## src/rtl/mtwm_pkg.sv

```systemverilog
// package for the markup text width measure block
// holds utf-8 and markup byte codes and the decoder state type; no dependencies
package mtwm_pkg;

	// utf-8 lead and continuation masks and patterns
	localparam logic [7:0] MASK_E0 = 8'hE0;
	localparam logic [7:0] MASK_F0 = 8'hF0;
	localparam logic [7:0] MASK_F8 = 8'hF8;
	localparam logic [7:0] MASK_FC = 8'hFC;
	localparam logic [7:0] MASK_FE = 8'hFE;
	localparam logic [7:0] MASK_C0 = 8'hC0;
	localparam logic [7:0] LEAD_2 = 8'hC0;
	localparam logic [7:0] LEAD_3 = 8'hE0;
	localparam logic [7:0] LEAD_4 = 8'hF0;
	localparam logic [7:0] LEAD_5 = 8'hF8;
	localparam logic [7:0] LEAD_6 = 8'hFC;
	localparam logic [7:0] CONT_PAT = 8'h80;

	// markup characters
	localparam logic [7:0] CH_TILDE = 8'h7E;
	localparam logic [7:0] CH_LT = 8'h3C;
	localparam logic [7:0] CH_GT = 8'h3E;
	localparam logic [7:0] CH_BANG = 8'h21;

	// first code point that has a glyph table entry
	localparam int unsigned GLYPH_BASE = 32;

	// input opcodes
	localparam logic OP_TEXT = 1'b0;
	localparam logic OP_TABLE = 1'b1;

	localparam int CODE_BITS = 31;

	typedef struct packed {
		logic [2:0] rem;
		logic [CODE_BITS-1:0] accum;
		logic tilde;
		logic hidden;
		logic halted;
	} dec_state_t;

	typedef struct packed {
		logic add;
		logic [CODE_BITS-1:0] code;
	} glyph_req_t;

endpackage

```

## src/rtl/mtwm_decode.sv

```systemverilog
// utf-8 and tilde markup decoder: next decode state and glyph request per byte
// depends on mtwm_pkg
module mtwm_decode import mtwm_pkg::*; (
	input dec_state_t cur,
	input logic [7:0] data_byte,
	input logic last_byte,
	input logic plain_mode,
	output dec_state_t nxt,
	output glyph_req_t req
);

	logic run_dec;
	logic done;
	logic [CODE_BITS-1:0] done_code;
	logic [CODE_BITS-1:0] acc_new;

	assign acc_new = {cur.accum[CODE_BITS-7:0], data_byte[5:0]};

	always_comb begin
		nxt = cur;
		req = '0;
		run_dec = 1'b0;
		done = 1'b0;
		done_code = '0;

		// escape resolution
		if (!cur.halted) begin
			if (cur.tilde) begin
				nxt.tilde = 1'b0;
				if (data_byte inside {CH_LT, CH_GT}) begin
					nxt.hidden = 1'b0;
				end else if (data_byte == CH_BANG) begin
					nxt.hidden = cur.hidden;
				end else if (data_byte == CH_TILDE) begin
					req.add = !cur.hidden;
					req.code = CODE_BITS'(CH_TILDE);
				end else begin
					nxt.hidden = !cur.hidden;
					run_dec = 1'b1;
				end
			end else begin
				run_dec = 1'b1;
			end
		end

		// utf-8 decode
		if (run_dec) begin
			if (cur.rem == 3'd0) begin
				if (!data_byte[7]) begin
					done = 1'b1;
					done_code = CODE_BITS'(data_byte);
				end else if ((data_byte & MASK_E0) == LEAD_2) begin
					nxt.accum = CODE_BITS'(data_byte[4:0]);
					nxt.rem = 3'd1;
				end else if ((data_byte & MASK_F0) == LEAD_3) begin
					nxt.accum = CODE_BITS'(data_byte[3:0]);
					nxt.rem = 3'd2;
				end else if ((data_byte & MASK_F8) == LEAD_4) begin
					nxt.accum = CODE_BITS'(data_byte[2:0]);
					nxt.rem = 3'd3;
				end else if ((data_byte & MASK_FC) == LEAD_5) begin
					nxt.accum = CODE_BITS'(data_byte[1:0]);
					nxt.rem = 3'd4;
				end else if ((data_byte & MASK_FE) == LEAD_6) begin
					nxt.accum = CODE_BITS'(data_byte[0]);
					nxt.rem = 3'd5;
				end else begin
					nxt.halted = 1'b1;
				end
			end else if ((data_byte & MASK_C0) != CONT_PAT) begin
				nxt.halted = 1'b1;
			end else begin
				nxt.accum = acc_new;
				nxt.rem = cur.rem - 3'd1;
				if (cur.rem == 3'd1) begin
					done = 1'b1;
					done_code = acc_new;
				end
			end
		end

		// finished character
		if (done) begin
			if (done_code == CODE_BITS'(CH_TILDE) && !plain_mode) begin
				if (last_byte) begin
					nxt.halted = 1'b1;
				end else begin
					nxt.tilde = 1'b1;
				end
			end else begin
				req.add = !nxt.hidden;
				req.code = done_code;
			end
		end
	end

endmodule

```

## src/rtl/markup_text_width_measure_core.sv

```systemverilog
// markup text width measure: utf-8 / tilde markup decode with glyph width sum
// depends on mtwm_pkg and mtwm_decode
// throughput one byte or table write per cycle while in_stall is low; after its last
// byte is accepted it passes stage 1 and the result register, held while out_stall is high
// reset clears decode state, width sum and mode; the glyph table is not cleared
// the glyph table has one write port and one read port; each input uses at most one
module markup_text_width_measure_core import mtwm_pkg::*; #(
	parameter int GLYPH_COUNT = 256,
	parameter int SUM_BITS = 20
) (
	input logic clk,
	input logic arst_n,
	// configuration
	input logic cfg_wr_en,
	input logic cfg_wr_data,
	// input channel
	input logic in_valid,
	output logic in_stall,
	input logic opcode,
	input logic [7:0] data_byte,
	input logic last_byte,
	input logic [7:0] table_index,
	input logic [6:0] table_width,
	// result channel
	output logic out_valid,
	input logic out_stall,
	output logic [SUM_BITS-1:0] text_width
);

	localparam int AW = (GLYPH_COUNT > 1) ? $clog2(GLYPH_COUNT) : 1;

	// plain mode register
	logic plain_q;

	// decode state, updated when a text byte is accepted
	dec_state_t dec_q;
	dec_state_t dec_nxt;
	glyph_req_t req;

	// glyph width table, one synchronous port each way
	logic [6:0] glyph_mem [GLYPH_COUNT];

	// stage 1: table read data plus control
	logic valid_s1;
	logic add_s1;
	logic last_s1;
	logic [6:0] gw_s1;

	// accumulator and result register
	logic [SUM_BITS-1:0] width_q;
	logic out_valid_q;
	logic [SUM_BITS-1:0] out_width_q;

	logic in_accept;
	logic text_accept;
	logic adv_s1;
	logic [CODE_BITS-1:0] code_off;
	logic code_in_range;
	logic [AW-1:0] rd_addr;
	logic tbl_wr;
	logic [SUM_BITS:0] sum_raw;
	logic [SUM_BITS-1:0] sum_sat;
	logic [SUM_BITS-1:0] acc_val;

	mtwm_decode u_decode (
		.cur(dec_q),
		.data_byte(data_byte),
		.last_byte(last_byte),
		.plain_mode(plain_q),
		.nxt(dec_nxt),
		.req(req)
	);

	// a last byte in stage 1 waits only for the result register to free up
	assign adv_s1 = valid_s1 && !(last_s1 && out_valid_q && out_stall);
	assign in_stall = valid_s1 && !adv_s1;
	assign in_accept = in_valid && !in_stall;
	assign text_accept = in_accept && (opcode == OP_TEXT);

	// code to table entry; codes below the base or past the table use entry 0
	assign code_off = req.code - CODE_BITS'(GLYPH_BASE);
	assign code_in_range = (req.code >= CODE_BITS'(GLYPH_BASE))
		&& (32'(code_off) < 32'(GLYPH_COUNT));
	assign rd_addr = code_in_range ? AW'(code_off) : '0;

	// writes beyond the table are dropped
	assign tbl_wr = in_accept && (opcode == OP_TABLE)
		&& (32'(table_index) < 32'(GLYPH_COUNT));

	always_ff @(posedge clk) begin
		if (tbl_wr) begin
			glyph_mem[AW'(table_index)] <= table_width;
		end
	end

	// table writes land before any later read, so no forwarding is needed
	always_ff @(posedge clk) begin
		if (text_accept && req.add) begin
			gw_s1 <= glyph_mem[rd_addr];
		end
	end

	always_ff @(posedge clk or negedge arst_n) begin
		if (!arst_n) begin
			plain_q <= 1'b0;
		end else if (cfg_wr_en) begin
			plain_q <= cfg_wr_data;
		end
	end

	// decode state; a last byte clears all string state
	always_ff @(posedge clk or negedge arst_n) begin
		if (!arst_n) begin
			dec_q <= '0;
		end else if (text_accept) begin
			dec_q <= last_byte ? '0 : dec_nxt;
		end
	end

	always_ff @(posedge clk or negedge arst_n) begin
		if (!arst_n) begin
			valid_s1 <= 1'b0;
			add_s1 <= 1'b0;
			last_s1 <= 1'b0;
		end else if (text_accept) begin
			valid_s1 <= 1'b1;
			add_s1 <= req.add;
			last_s1 <= last_byte;
		end else if (adv_s1) begin
			valid_s1 <= 1'b0;
		end
	end

	// glyph width plus one, saturating
	assign sum_raw = {1'b0, width_q} + (SUM_BITS+1)'(gw_s1) + (SUM_BITS+1)'(1);
	assign sum_sat = sum_raw[SUM_BITS] ? '1 : sum_raw[SUM_BITS-1:0];
	assign acc_val = add_s1 ? sum_sat : width_q;

	always_ff @(posedge clk or negedge arst_n) begin
		if (!arst_n) begin
			width_q <= '0;
		end else if (adv_s1) begin
			width_q <= last_s1 ? '0 : acc_val;
		end
	end

	// result register: holds a finished transaction while the sink stalls
	always_ff @(posedge clk or negedge arst_n) begin
		if (!arst_n) begin
			out_valid_q <= 1'b0;
		end else if (adv_s1 && last_s1) begin
			out_valid_q <= 1'b1;
		end else if (!out_stall) begin
			out_valid_q <= 1'b0;
		end
	end

	always_ff @(posedge clk) begin
		if (adv_s1 && last_s1) begin
			out_width_q <= acc_val;
		end
	end

	assign out_valid = out_valid_q;
	assign text_width = out_width_q;

endmodule
```

## config.mk

```make
export PLATFORM = sky130hd
export DESIGN_NAME = markup_text_width_measure_core
export DESIGN_NICKNAME = d
export VERILOG_FILES = /design/src/rtl/mtwm_pkg.sv /design/src/rtl/mtwm_decode.sv /design/src/rtl/markup_text_width_measure_core.sv
export SDC_FILE = /design/constraint.sdc
export NUM_CORES = 2
export LEC_CHECK = 0
export BUFFER_PORTS_ARGS = -buffer_cell sky130_fd_sc_hd__buf_2
export CORE_ASPECT_RATIO = 0.7
export CORE_UTILIZATION = 55
export CTS_BUF_LIST = sky130_fd_sc_hd__clkbuf_16
export DETAILED_ROUTE_END_ITERATION = 10
export PLACE_DENSITY = 0.75
export SLEW_MARGIN = 20
export SYNTH_ARGS = -nofsm -noshare
export SYNTH_HDL_FRONTEND = slang
export SYNTH_SLANG_ARGS = --single-unit
export TNS_END_PERCENT = 1
```

## constraint.sdc

```tcl
create_clock -name clk -period 5.9 [get_ports clk]
set_clock_uncertainty 0.1 [all_clocks]
set_input_delay 0.295 -clock clk [delete_from_list [all_inputs] [get_ports clk]]
set_output_delay 0.295 -clock clk [all_outputs]
set_load 0.02 [all_outputs]
```

==> results.txt <==
first-pass GRT wire length = 352100 um
worst hold margin = 0.02775 ns
commonest non-fill, non-tap cell in the layout = edfxtp_1
Clock Tree Root = clkbuf_16
Die Span X = 445.1 um
Die H = 312.2 um
mux share of post-synthesis cell area = 0.02056
initial core utilization = 0.5557
Peak VDD IR = 0.3083 mV
share of the synthesized area in the top cell type = 0.7227
Fin. Hold Viols = 0
vias in the first global route = 50019
First-pass DRT Iterations = 9
port bufs = 52
Synth cell types = 91
Iteration-0 DRC Markers = 10161
max_cap viols = 0
Setup crit start kind = flip-flop
FF-to-FF setup slack = -0.44 ns
CTS buffer count = 167
DP HPWL = 156200 um
RSZ-0062 raised after global routing = true
Detail Route Antenna Nets = 0
most frequent cells in the layout = edfxtp_1, nand2_1, buf_4
Adder-Cell Fraction of Synth Area = 0.002417
number of flops mapped to enable cells by yosys = 1819
Synth Register Bits = 1875
Placed Area = 81840 sq um
Post-Synth XOR/XNOR Area = 0.001275
asr flop ratio synth = 0.02987
Via density = 6.754
final worst slack = -0.4425 ns
area leader, netlist = edfxtp_1
syn avg cell area = 13.59 sq um
Register Area = 56020 sq um
Worst EP required = 6.36 ns
violated checks = setup timing
drt total wl = 247500 um
critical path class = reg2reg
crit end category = flip-flop
I/O pin cnt = 53
Post-Synthesis Cell Area = 75580 sq um
share of layout cells above drive strength 1 = 0.1668
Final Total Pwr = 29710 uW
GRT Util Overall = 0.3517
Gate Count Post-Synth = 5562
Multi-input gate area = 18890 sq um
largest net degree at the start of global routing = 167
largest family of logic cells by synthesized area = simple AND/OR/NAND/NOR gates
Max Root-Sink Buffers = 3
Final Cycle Share = 1.075
top post-synthesis cells by area = edfxtp_1, nand2_1, nor2_1, mux2i_1, dfrtp_1
CTS tree = built
critical path fanouts, max = 7
slew of the pin with the lowest slew margin = 1.157 ns
ys flop type = edfxtp_1
GR Overflow Total = 0
Leakage = 0.03080 uW
Rows = 113
Tmin final = 6.343 ns
count of pins over their slew limit = 0
clock sink count = 1875
syn_nets = 5607
GPL Wtd Cong = 1.029
vias = 54107
H-Tree Depth = 4
final setup vio count = 7
status = finished, violations left
Max Fclk = 157.7 MHz
Post-Synth Simple-Gate Area = 0.1112
core area = 136000 sq um
routed len/inst = 30.89 um
drt drc = 0
Worst slew margin = 0.2267
Nets = 6073
initial antenna violation count = 12
Crit path arrival time = 6.80 ns
power per cell area = 335.9 nW/um^2
Area growth syn-to-layout = 17.03%
worst hold path type = in2reg
Fillers = 9513
worst skew pair latency = 0.83 ns
compound-gate portion of the synthesized area = 0.1029
final instance area = 88450 sq um
sequential share of the synthesized area = 0.7412
die area = 138900 sq um
synth warn = 0
Reg clk slew, reported paths = 0.07 ns
[logic make-up (layout without fill, tap and decap cells)]
logic type,after synthesis,after routing
flip-flops,1875,1875
AO/OA/AOI/OAI,1140,1140
buffers and inverters,390,990
XOR/XNOR,11,11
AND/OR/NAND/NOR,1978,1979
adder cells (fa/ha/maj),14,14
multiplexers,154,154
other,0,8
[layout make-up]
cell class / instances / share of cell area
sequential: 1875 / 0.6334
tap: 1840 / 0.02603
antenna: 8 / 0.0002263
multi-input combinational: 3298 / 0.2135
inverter: 25 / 0.001061
timing repair buffer: 661 / 0.06647
clock buffer: 169 / 0.04781
clock inverter: 135 / 0.01153
[synthesized netlist by cell type (14+ instances only)]
cell / n
or3_1: 15
edfxtp_1: 1819
o211ai_1: 66
clkbuf_1: 229
and3_1: 39
a32oi_1: 14
a221oi_1: 55
inv_1: 24
nor4_1: 24
a211oi_1: 31
o21ai_0: 178
nand2_1: 1019
buf_1: 75
o31ai_1: 17
a22o_1: 36
o22ai_1: 39
nand3_1: 229
buf_2: 60
nand4_1: 24
o221ai_1: 81
a22oi_1: 23
a21oi_1: 227
dfrtp_1: 56
mux2i_1: 144
a31oi_1: 178
nor2_1: 472
nor3_1: 77
[what timing repair did]
item,CTS,global route
hold endpoints to repair,123,0
cloned,3,3
pin swaps,32,29
hold buffers,18,0
endpoints found under the setup margin,7,7
setup buffers,19,9
gates resized for setup,100,61
[per-layer routing]
layer / vias to the layer above / track usage / part of all wire
met5: - / 0 / 0.00029
met4: 10 / 0.1336 / 0.044
met3: 746 / 0.1339 / 0.18
met2: 4937 / 0.4704 / 0.40
met1: 26220 / 0.5203 / 0.37
li1: 22194 / - / -
[final timing paths]
kind	startpoint	end	depth (start not counted)
max	dec_q[34]	gw_s1[1]	27
min	table_width[3]	glyph_mem[70][3]	1
max reg2reg	dec_q[34]	gw_s1[1]	27
min reg2reg	out_valid	out_valid	1
max in group asynchronous	arst_n	dec_q[5]	3
min in group asynchronous	arst_n	dec_q[0]	3
[report_power, final]
group          switching, uW  internal [uW]
clock network           4960           5720
registers               57.4          14700
logic                   3080           1220
total                   8100          21600
[metrics by stage]
stage           TNS, ns  setup WS [ns]  std cells  utilization
2_1_floorplan  -0.02419       -0.01050       5562            -
3_3_place_gp     -4.520        -0.8885       7647       0.6017
3_5_place_dp     -4.704        -0.8759       7647       0.6017
4_1_cts          -1.284        -0.2315       7991       0.6467
5_1_grt          -3.718        -0.6098       8004       0.6502
6_report         -2.631        -0.4425       8011       0.6503
[worst max-delay path, cell delays in order (launching register included)]
cell	delay (ns)
dfrtp_1	0.37
inv_2	0.06
ha_4	0.16
or2_4	0.22
or4_4	0.50
a211oi_4	0.23
and4_4	0.28
nor3_4	0.06
a21oi_2	0.24
ha_4	0.20
buf_6	0.12
o2111a_1	0.19
nor3_1	0.06
nor4_2	0.37
o211a_1	0.25
buf_4	0.12
and4_4	0.27
buf_4	0.13
nand3_4	0.08
buf_12	0.20
buf_12	0.16
buf_4	0.14
nor4_1	0.27
a211oi_1	0.12
a21oi_1	0.23
nand2_1	0.23
a211o_1	0.40
a211o_1	0.30
[flip-flops by register name, summed over array words and instances, names as in the netlist]
name and cells:
width_q 20, add_s1 1, out_valid 1, text_width 20
glyph_mem 1792, plain_q 1, last_s1 1, dec_q 31
valid_s1 1, gw_s1 7
No activity file was read; power rests on OpenSTA's default activity.
